<file path="src/hw/rtl/drysp_pkg.sv">
// drysp_pkg: shared types, codes and round functions of the drysponge f engine
// depends on nothing
`timescale 1ns / 1ps
package drysp_pkg;
    localparam int BLOCK_BYTES = 16;
    localparam int LEN_W       = 5;

    typedef enum logic [1:0] {
        CMD_LOAD    = 2'd0,
        CMD_ABSORB  = 2'd1,
        CMD_SQUEEZE = 2'd2,
        CMD_NOP     = 2'd3
    } t_cmd;

    localparam logic [2:0] CFG_X_LOW  = 3'd0;
    localparam logic [2:0] CFG_X_HIGH = 3'd1;

    typedef logic [63:0] t_word;
    typedef t_word t_state [5];

    // controller to datapath
    typedef struct packed {
        logic       capture;    // take input item
        logic       mix;        // xor group into state
        logic       round;      // run one core round
        logic [3:0] rc_idx;     // round constant index
        logic [3:0] grp;        // mix group 0..13
        logic       r_clear;    // clear r accumulator
        logic       r_acc;      // fold state into r
        logic       load;       // load word
        logic       out_zero;   // result is zero
        logic       out_take;   // latch result into output register
    } t_cmd_bus;

    function automatic logic [31:0] rot32(input logic [31:0] v, input int n);
        logic [63:0] d;
        d = {v, v} >> (n % 32);
        return d[31:0];
    endfunction

    function automatic t_word irot(input t_word x, input int n);
        logic [31:0] lo, hi;
        lo = x[31:0];
        hi = x[63:32];
        if (n % 2 == 0) return {rot32(hi, n / 2), rot32(lo, n / 2)};
        return {rot32(lo, n / 2 + 1), rot32(hi, n / 2)};
    endfunction

    function automatic t_state core_round(input t_state c, input logic [3:0] idx);
        t_word a0, a1, a2, a3, a4, t0, t1, t2, t3, t4;
        t_state o;
        a0 = c[0]; a1 = c[1]; a2 = c[2]; a3 = c[3]; a4 = c[4];
        a2 = a2 ^ {56'd0, 4'hF - idx, idx};
        a0 ^= a4; a2 ^= a1; a4 ^= a3;
        t0 = ~a0 & a1; t1 = ~a1 & a2; t2 = ~a2 & a3; t3 = ~a3 & a4; t4 = ~a4 & a0;
        a0 ^= t1; a1 ^= t2; a2 ^= t3; a3 ^= t4; a4 ^= t0;
        a1 ^= a0; a3 ^= a2; a0 ^= a4; a2 = ~a2;
        o[0] = a0 ^ irot(a0, 19) ^ irot(a0, 28);
        o[1] = a1 ^ irot(a1, 61) ^ irot(a1, 38);
        o[2] = a2 ^ irot(a2, 1) ^ irot(a2, 6);
        o[3] = a3 ^ irot(a3, 10) ^ irot(a3, 17);
        o[4] = a4 ^ irot(a4, 7) ^ irot(a4, 40);
        return o;
    endfunction
endpackage

</file>
<file path="src/hw/rtl/drysp_datapath.sv">
// drysp_datapath: gascon state, block padding, group mixing, r accumulation
// depends on drysp_pkg
`timescale 1ns / 1ps
module drysp_datapath (
    input  logic                 i_clk,
    input  logic                 i_rst_n,
    input  drysp_pkg::t_cmd_bus  i_cmd,
    input  logic [2:0]           i_word_index,
    input  logic [63:0]          i_word_data,
    input  logic [63:0]          i_block_low,
    input  logic [63:0]          i_block_high,
    input  logic [4:0]           i_block_len,
    input  logic [19:0]          i_domain,
    input  logic [63:0]          i_x_low,
    input  logic [63:0]          i_x_high,
    output logic [63:0]          o_r_low,
    output logic [63:0]          o_r_high
);
    import drysp_pkg::*;

    t_state r_c, n_c, c_mixed;
    logic [127:0] r_blk;
    logic [19:0]  r_ds;
    logic [127:0] r_acc, n_acc;
    logic [127:0] padded;
    logic [9:0]   grp_bits;
    logic [2:0]   r_widx;
    logic [63:0]  r_wdata;
    logic [63:0]  r_out_lo, r_out_hi;
    t_state       c_rnd;

    // pad a block shorter than 16 bytes: 0x01 after the last valid byte, zeros above
    always_comb begin
        padded = {i_block_high, i_block_low};
        for (int b = 0; b < BLOCK_BYTES; b++) begin
            if (i_block_len < LEN_W'(BLOCK_BYTES)) begin
                if (LEN_W'(b) == i_block_len) padded[8*b +: 8] = 8'h01;
                else if (LEN_W'(b) > i_block_len) padded[8*b +: 8] = 8'h00;
            end
        end
    end

    always_comb begin
        case (i_cmd.grp)
            4'd12:   grp_bits = {2'b00, r_blk[127:120]} ^ r_ds[9:0];
            4'd13:   grp_bits = r_ds[19:10];
            default: grp_bits = r_blk[10*i_cmd.grp +: 10];
        endcase
        for (int k = 0; k < 5; k++) begin
            case (grp_bits[2*k +: 2])
                2'd0:    c_mixed[k] = r_c[k] ^ {32'd0, i_x_low[31:0]};
                2'd1:    c_mixed[k] = r_c[k] ^ {32'd0, i_x_low[63:32]};
                2'd2:    c_mixed[k] = r_c[k] ^ {32'd0, i_x_high[31:0]};
                default: c_mixed[k] = r_c[k] ^ {32'd0, i_x_high[63:32]};
            endcase
        end
    end

    assign c_rnd = core_round(r_c, i_cmd.rc_idx);

    always_comb begin
        n_c = r_c;
        if (i_cmd.load && r_widx < 3'd5) n_c[r_widx] = r_wdata;
        else if (i_cmd.mix) n_c = c_mixed;
        else if (i_cmd.round) n_c = c_rnd;
        n_acc = r_acc;
        if (i_cmd.r_clear) n_acc = '0;
        else if (i_cmd.r_acc) n_acc = r_acc ^ {
            c_rnd[1][63:32] ^ c_rnd[2][31:0], c_rnd[1][31:0] ^ c_rnd[3][63:32],
            c_rnd[0][63:32] ^ c_rnd[3][31:0], c_rnd[0][31:0] ^ c_rnd[2][63:32]};
    end

    always_ff @(posedge i_clk) begin
        if (!i_rst_n) begin
            for (int k = 0; k < 5; k++) r_c[k] <= '0;
        end else begin
            r_c <= n_c;
        end
        r_acc <= n_acc;
        if (i_cmd.capture) begin
            r_blk   <= padded;
            r_ds    <= i_domain;
            r_widx  <= i_word_index;
            r_wdata <= i_word_data;
        end
        if (i_cmd.out_take) begin
            r_out_lo <= i_cmd.out_zero ? '0 : r_acc[63:0];
            r_out_hi <= i_cmd.out_zero ? '0 : r_acc[127:64];
        end
    end

    assign o_r_low  = r_out_lo;
    assign o_r_high = r_out_hi;
endmodule

</file>
<file path="src/hw/rtl/drysp_ctrl.sv">
// drysp_ctrl: sequencer for load, mix phase and g rounds, output handshake
// depends on drysp_pkg
`timescale 1ns / 1ps
module drysp_ctrl (
    input  logic                i_clk,
    input  logic                i_rst_n,
    input  logic                i_valid,
    output logic                o_stall,
    input  logic [1:0]          i_command,
    input  logic [3:0]          i_rounds,
    output logic                o_valid,
    input  logic                i_stall,
    output drysp_pkg::t_cmd_bus o_cmd
);
    import drysp_pkg::*;

    typedef enum logic [5:0] {
        S_IDLE  = 6'b000001,
        S_LOAD  = 6'b000010,
        S_MIX   = 6'b000100,
        S_MROUND= 6'b001000,
        S_G     = 6'b010000,
        S_DONE  = 6'b100000
    } t_state_e;

    t_state_e r_st, n_st;
    t_cmd     r_op;
    logic [3:0] r_grp, n_grp, r_cnt, n_cnt, r_nr;
    logic r_ov, n_ov;
    logic acc_in;

    // a waiting result only holds the sequencer in done
    assign o_stall = (r_st != S_IDLE);
    assign acc_in  = i_valid && !o_stall;
    assign o_valid = r_ov;

    always_comb begin
        n_st = r_st; n_grp = r_grp; n_cnt = r_cnt;
        n_ov = r_ov && i_stall;
        o_cmd = '0;
        o_cmd.grp = r_grp;
        o_cmd.rc_idx = r_cnt;
        case (r_st)
            S_IDLE: begin
                o_cmd.capture = acc_in;
                o_cmd.r_clear = 1'b1;
                if (acc_in) begin
                    n_grp = '0; n_cnt = '0;
                    case (t_cmd'(i_command))
                        CMD_LOAD:   n_st = S_LOAD;
                        CMD_ABSORB: n_st = S_MIX;
                        CMD_SQUEEZE: n_st = S_G;
                        default:    n_st = S_DONE;
                    endcase
                end
            end
            S_LOAD: begin
                o_cmd.load = 1'b1;
                n_st = S_DONE;
            end
            S_MIX: begin
                o_cmd.mix = 1'b1;
                n_grp = r_grp + 4'd1;
                n_st = (r_grp == 4'd13) ? S_G : S_MROUND;
            end
            S_MROUND: begin
                o_cmd.round = 1'b1;
                o_cmd.rc_idx = '0;
                n_st = S_MIX;
            end
            S_G: begin
                o_cmd.round = 1'b1;
                o_cmd.r_acc = 1'b1;
                n_cnt = r_cnt + 4'd1;
                if (n_cnt >= r_nr || r_cnt == 4'd15) n_st = S_DONE;
            end
            S_DONE: begin
                if (!(r_ov && i_stall)) begin
                    o_cmd.out_take = 1'b1;
                    o_cmd.out_zero = (r_op != CMD_ABSORB) && (r_op != CMD_SQUEEZE);
                    n_ov = 1'b1;
                    n_st = S_IDLE;
                end
            end
            default: n_st = S_IDLE;
        endcase
    end

    always_ff @(posedge i_clk) begin
        if (!i_rst_n) begin
            r_st <= S_IDLE; r_ov <= 1'b0; r_grp <= '0; r_cnt <= '0;
        end else begin
            r_st <= n_st; r_ov <= n_ov; r_grp <= n_grp; r_cnt <= n_cnt;
        end
        if (acc_in) begin
            r_op <= t_cmd'(i_command);
            r_nr <= i_rounds;
        end
    end
endmodule

</file>
<file path="src/hw/rtl/drysponge128_f_engine_core.sv">
// drysponge128_f_engine_core: top level of the drysponge128 f/g engine
// depends on drysp_pkg, drysp_ctrl, drysp_datapath
// steps: load goes idle, load, done; squeeze runs the g rounds, then done; absorb alternates
// mix and core round over groups 0..13, then g rounds, then done (one core round per cycle)
// one item at a time; the next item is taken once the sequencer is back in idle
// a result still waiting in the output register stalls the next item only at its end
// reset: synchronous active-low clears state words, x registers and the sequencer state, group, round count and valid
`timescale 1ns / 1ps
module drysponge128_f_engine_core (
    input  logic        i_clk,
    input  logic        i_rst_n,
    // item input
    input  logic        i_valid,
    output logic        o_stall,
    input  logic [1:0]  i_command,
    input  logic [2:0]  i_word_index,
    input  logic [63:0] i_word_data,
    input  logic [63:0] i_block_low,
    input  logic [63:0] i_block_high,
    input  logic [4:0]  i_block_len,
    input  logic [19:0] i_domain,
    input  logic [3:0]  i_rounds,
    // result output
    output logic        o_valid,
    input  logic        i_stall,
    output logic [63:0] o_r_low,
    output logic [63:0] o_r_high,
    // config write
    input  logic        i_cfg_valid,
    output logic        o_cfg_ready,
    input  logic [2:0]  i_cfg_index,
    input  logic [63:0] i_cfg_data
);
    import drysp_pkg::*;

    t_cmd_bus cmd;
    logic [63:0] r_x_low, r_x_high;

    // x registers, always writable
    assign o_cfg_ready = 1'b1;
    always_ff @(posedge i_clk) begin
        if (!i_rst_n) begin
            r_x_low <= '0; r_x_high <= '0;
        end else if (i_cfg_valid) begin
            if (i_cfg_index == CFG_X_LOW)  r_x_low  <= i_cfg_data;
            if (i_cfg_index == CFG_X_HIGH) r_x_high <= i_cfg_data;
        end
    end

    drysp_ctrl u_ctrl (
        .i_clk, .i_rst_n, .i_valid, .o_stall, .i_command, .i_rounds,
        .o_valid, .i_stall, .o_cmd(cmd)
    );

    drysp_datapath u_dp (
        .i_clk, .i_rst_n, .i_cmd(cmd), .i_word_index, .i_word_data,
        .i_block_low, .i_block_high, .i_block_len, .i_domain,
        .i_x_low(r_x_low), .i_x_high(r_x_high), .o_r_low, .o_r_high
    );
endmodule

</file>
<file path="config.mk">
export PLATFORM = sky130hd
export DESIGN_NAME = drysponge128_f_engine_core
export DESIGN_NICKNAME = d
export VERILOG_FILES = /design/src/hw/rtl/drysp_pkg.sv /design/src/hw/rtl/drysp_datapath.sv /design/src/hw/rtl/drysp_ctrl.sv /design/src/hw/rtl/drysponge128_f_engine_core.sv
export SDC_FILE = /design/constraint.sdc
export NUM_CORES = 2
export LEC_CHECK = 0
export BUFFER_PORTS_ARGS = -buffer_cell sky130_fd_sc_hd__buf_2
export CORE_MARGIN = 2
export CORE_UTILIZATION = 25
export DETAILED_ROUTE_END_ITERATION = 16
export PLACE_DENSITY_LB_ADDON = 0.08
export SYNTH_ARGS = -nofsm -noshare
export SYNTH_HDL_FRONTEND = slang
export SYNTH_HIERARCHICAL = 1
export SYNTH_SLANG_ARGS = --single-unit
</file>
<file path="constraint.sdc">
create_clock -name i_clk -period 12.3 [get_ports i_clk]
set_input_delay 1.23 -clock i_clk [delete_from_list [all_inputs] [get_ports i_clk]]
set_output_delay 1.23 -clock i_clk [all_outputs]
set_load 0.02 [all_outputs]
</file>
======== After elaboration in Yosys (flattened, before gate mapping) ========
Index checks and enable logic that the tools add are counted.
operators by class
  reduce and logical (&&, ||, !) cells .... 24
  eq/ne operators ......................... 43
  multiplexer cells ....................... 79
  bitwise logic cells ..................... 60
  magnitude comparators ................... 21
  shift operators ......................... 1
  $mul .................................... 1
  add/subtract/negate cells ............... 3
operator list
  operator                                                             count
  64-bit bitwise XOR                                                   21
  64-bit by 32-bit bitwise XOR with 64-bit output                      20
  320-bit two-way mux                                                  3
  64-bit one-hot mux with 3 select lines                               5
  8-bit two-way mux                                                    48
  64-bit NOT                                                           6
  64-bit bitwise AND                                                   5
  320-bit bitwise mux                                                  1
  64-bit demux with 3-bit select                                       1
  128-bit by 9-bit variable part select with 10-bit output             1
  128-bit bitwise XOR                                                  1
  32-bit bitwise XOR                                                   4
  64-bit two-way mux                                                   1
  64-bit by 8-bit bitwise XOR with 64-bit output                       1
  4-bit by 5-bit == test with 1-bit output, first input constant       8
  4-bit by 5-bit > comparator with 1-bit output, first input constant  8
  6-bit one-hot mux with 6 select lines                                1
  3-bit by 5-bit == test with 1-bit output, first input constant       4
  3-bit by 5-bit > comparator with 1-bit output, first input constant  4
  10-bit one-hot mux with 2 select lines                               1
  6-bit two-way mux                                                    3
  6-bit one-hot mux with 3 select lines                                1
  4-bit one-hot mux with 2 select lines                                2
  2-bit by 1-bit == test with 1-bit output, second input constant      6
  41 further kinds                                                     76
storage, ports and cells
  bits in registers ....................... 940
  output and inout port bits .............. 131
  input bits .............................. 298
  logic and storage cells ................. 252

======== Longest topological paths before layout ========
  depth after elaboration ................. 14
  depth in mapped cells ................... 12

======== Hierarchy ========
The synthesis kept the hierarchy.
by module, submodules not included
  module                      seq. area each (µm²)  cells each  instances  area each (µm²)
  drysp_datapath              19,268.5              6,015       1          58,657.5
  drysponge128_f_engine_core  2,562.5               487         1          4,808.4
  drysp_ctrl                  480.5                 117         1          1,153.6

======== Least setup slack after synthesis ========
Ideal clock, no wire load.
  path type ............................... in2reg
  start point ............................. input port i_stall
  end point ............................... register u_dp.r_out_lo[59], in the netlist u_dp/o_r_low[59] (data pin)
  required time ........................... 12.034 ns
  setup time .............................. 0.266 ns
  stages on the path ...................... 5
  buffers on the path ..................... 2
  slack ................................... 3.480 ns
  arrival time ............................ 8.554 ns
  cells stage by stage .................... a21oi_1 -> and2_1 -> clkbuf_1 -> clkbuf_1 -> nor2b_1
RTL lines
  item                  RTL line                          RTL
  from (decl)           drysponge128_f_engine_core.sv:25  input logic i_stall,
  to (signal assigned)  drysp_datapath.sv:87              r_out_lo <= i_cmd.out_zero ? '0 : r_acc[63:0];
  to (decl)             drysp_datapath.sv:29              logic [63:0] r_out_lo, r_out_hi;

==> flow_metrics.env <==
export IMPL_status="complete, but fails checks"
export IMPL_violations="max-capacitance violations, max-slew violations"
export IMPL_synthArstFlopShare_pct=0
export IMPL_r2r_start="u_ctrl/r_st[4]"
export IMPL_min_period_ns=4.98
export IMPL_die_h_um=512
export IMPL_final_core_util_pct=29.5
export IMPL_overflow=0
export IMPL_fin_cells=10498
export IMPL_cp_cell_sequence="nor4_2, nand3b_1, and2_1, xnor2_1, ha_1, xnor2_1, xnor2_1, xnor3_1, xnor3_1, a21oi_1, a31o_1"
export IMPL_grt_pass1_vias=50908
export IMPL_slew_violations=4
export IMPL_syn_to_final_growth_pct=17.3
export IMPL_layout_nets=7420
export IMPL_vias_per_cell=5.02
export IMPL_cts_buffers=133
export IMPL_cp_data_arrival_time_ns=5.75
export IMPL_critPathRequiredTime_ns=13.07
export IMPL_hold_path_class="flip-flop to flip-flop"
export IMPL_die_width_um=512
export IMPL_critPathMaxFanout=7
export IMPL_cts_setup_buffers=0
export IMPL_met1_length_um=157000
export IMPL_clk_latency_ns=0.83
export IMPL_drt_wl_total_um=343000
export IMPL_cts_hold_buf=0
export IMPL_drive_gt1_share_pct=15.1
export IMPL_cts_tree="done"
export IMPL_ys_flop_type="dfxtp_1"
export IMPL_placed_area_um2=71300
export IMPL_path_clk_slew_ns=0.06
export IMPL_setup_viol=0
export IMPL_synth_warnings=6
export IMPL_timing_final_crit_share_pct=40.5
export IMPL_synth_cell_types=76
export IMPL_worst_slack_ns=7.32
export IMPL_r2r_slack_ns=7.32
export IMPL_num_io_pins=429
export IMPL_place_hpwl_um=262000
export IMPL_initial_utilization_pct=25.2
export IMPL_htreeDepth=4
export IMPL_num_vias=52747
export IMPL_pwr_density_cell_nw_per_um2=152
export IMPL_tightestPinTransition_ns=1.50
export IMPL_hold_viol=0
export IMPL_antenna_found_initial=47
export IMPL_rsz0062_at_grt="false"
export IMPL_ir_worst_vdd_uv=157
export IMPL_worstHoldPathCells=2
export IMPL_port_buffers=427
export IMPL_clockBufferDepth=3
export IMPL_grt_max_degree=113
export IMPL_startpoint_type="flip-flop"
export IMPL_cpPeakStageDelay_ns=1.04
export IMPL_timing_fmax_mhz=201
export IMPL_holdWs_ns=0.513
export IMPL_grt_util_all_layers_pct=25.4
export IMPL_multiInputGateArea_um2=40200
export IMPL_path_common_cell="xnor2_1"
export IMPL_rows=186
export IMPL_worstSetupEndpointType="flip-flop"
export IMPL_fin_setup_tns_ns=0
export IMPL_first_iter_violations=5108
export IMPL_r2r_end="u_dp/r_acc[39]"
export IMPL_synth_area_um2=64600
export IMPL_wl_met2_um=146000
export IMPL_wl_met3_um=22600
export IMPL_slowest_stage="xnor2_1"
export IMPL_fillers=27026
export IMPL_routed_top_layer="met5"
export IMPL_core_um2=257000
export IMPL_fin_skew_ns=0.0477
export IMPL_criticalPathCategory="flip-flop to flip-flop"
export IMPL_grt_pass1_wl_um=459000
export IMPL_clock_sinks=940
export IMPL_drcViolationCount=0
export IMPL_ant_nets=0
export IMPL_synth_nets=7052
export IMPL_hold_end="u_dp/r_acc[116]"
export IMPL_wl_per_cell_um=32.7
export IMPL_pre_cts_ws_ns=7.45
export IMPL_relSlewSlack_pct=-0.862
export IMPL_synth_cells=6619
export IMPL_dieArea_um2=263000
export IMPL_cts_resized_gates=0
export IMPL_reg2reg_depth=11
export IMPL_cap_violations=1
export IMPL_final_area_um2=75800
export IMPL_ys_seq_area_share_pct=34.5
export IMPL_power_mw=11.5
export IMPL_postSynthAreaPerCell_um2=9.76
export IMPL_gp_congestion=1.03
export IMPL_first_pass_iters=7
export IMPL_ctsRootBufferMaster="clkbuf_16"
export IMPL_placedCellCount=10236
export IMPL_synth_edff_count=349
export IMPL_register_area_um2=22300
export IMPL_hold_start="u_dp/r_acc[116]"
export IMPL_p_leak_nw=30.1
export IMPL_ys_ff_latch=940
critical path, delay by kind of cell (launching register included):
kind	cells	cell delay (ns)
compound gates	2	0.30
simple gates	3	1.11
fa+ha+maj	1	0.29
xor+xnor	5	2.84
flops	1	0.38
registers in the layout (all words and copies together) (netlist names), 20 cells and up:
name	count
r_x_high	64
r_x_low	64
u_dp/o_r_high	64
u_dp/o_r_low	64
u_dp/r_acc	128
u_dp/r_blk	128
u_dp/r_c	320
u_dp/r_ds	20
u_dp/r_wdata	64
cells in the final DEF, fill, tap and decap left out, drive strengths merged, types with 62 or more instances in the layout:
cell type  instances
a21boi           110
inv              214
and2             111
nand2b           129
a21oi            152
nand3             81
xor2             283
nor2             228
dfxtp            591
o31ai             96
clkbuf           180
o21ai            278
nand2            895
a31o              92
xnor3            156
xnor2            945
nor2b            190
ha               135
mux2i            494
buf              624
and3              78
edfxtp           349
a22oi            164
maj3              62
routing by layer:
| metal | GRT usage [%] | vias up |
|---|---|---|
| li1 | - | 23707 |
| met5 | 0 | - |
| met1 | 34.9 | 26504 |
| met2 | 38.0 | 1976 |
| met3 | 5.10 | 522 |
| met4 | 11.7 | 38 |
cell families after synthesis:
logic type               Yosys count  synth area share (%)
other                              1               0.00580
AND/OR/NAND/NOR                 1778                  12.8
multiplexers                     559                  9.47
XOR/XNOR                        1420                  23.5
adder cells (fa/ha/maj)          197                  3.57
AO/OA/AOI/OAI                   1119                  12.1
flip-flops                       940                  34.5
buffers and inverters            605                  4.03
worst max-delay path by stage:
| stage | start | to | slack, ns | cells past startpoint |
|---|---|---|---|---|
| global placement | u_ctrl/r_st[4] | u_dp/r_acc[39] | 7.43 | 10 |
| CTS | u_ctrl/r_st[4] | u_dp/r_acc[103] | 7.43 | 12 |
| finish | u_ctrl/r_st[4] | u_dp/r_acc[39] | 7.32 | 11 |
| global route | u_ctrl/r_st[4] | u_dp/r_acc[103] | 7.06 | 12 |
| detailed placement | u_ctrl/r_st[4] | u_dp/r_acc[39] | 7.45 | 10 |
| floorplan | i_stall | u_dp/o_r_low[59] | 3.48 | 5 |
where the power goes:
part | switching [mW] | internal, mW
sequential | 0.230 | 3.50
combinational | 2.56 | 1.20
clock | 1.71 | 2.34
cell type report:
| cell class | count | share of cell area, % |
|---|---|---|
| diodes | 18 | 0.0594 |
| clock buffers | 180 | 4.91 |
| clock inverters | 64 | 1.03 |
| inverters | 214 | 1.09 |
| repair buffers | 624 | 4.83 |
| flip-flops and latches | 940 | 29.4 |
| multi-input cells | 5074 | 53.1 |
| well taps | 3384 | 5.58 |
Yosys cell counts (107+ instances only):
library cell,n,area (µm²)
nor2_1,228,856
inv_1,201,754
a21boi_0,107,803
dfxtp_1,591,11800
edfxtp_1,349,10500
nand2_1,894,3360
mux2i_1,494,4940
xnor3_1,156,3510
and2_1,111,694
nor2b_1,190,1190
clkbuf_1,297,1110
a21oi_1,152,761
nand2b_1,129,807
a22oi_1,164,1230
o21ai_0,239,1200
xnor2_1,940,8230
xor2_1,283,2480
ha_1,135,1690
Note: power is estimated with default switching activity, not from simulation.
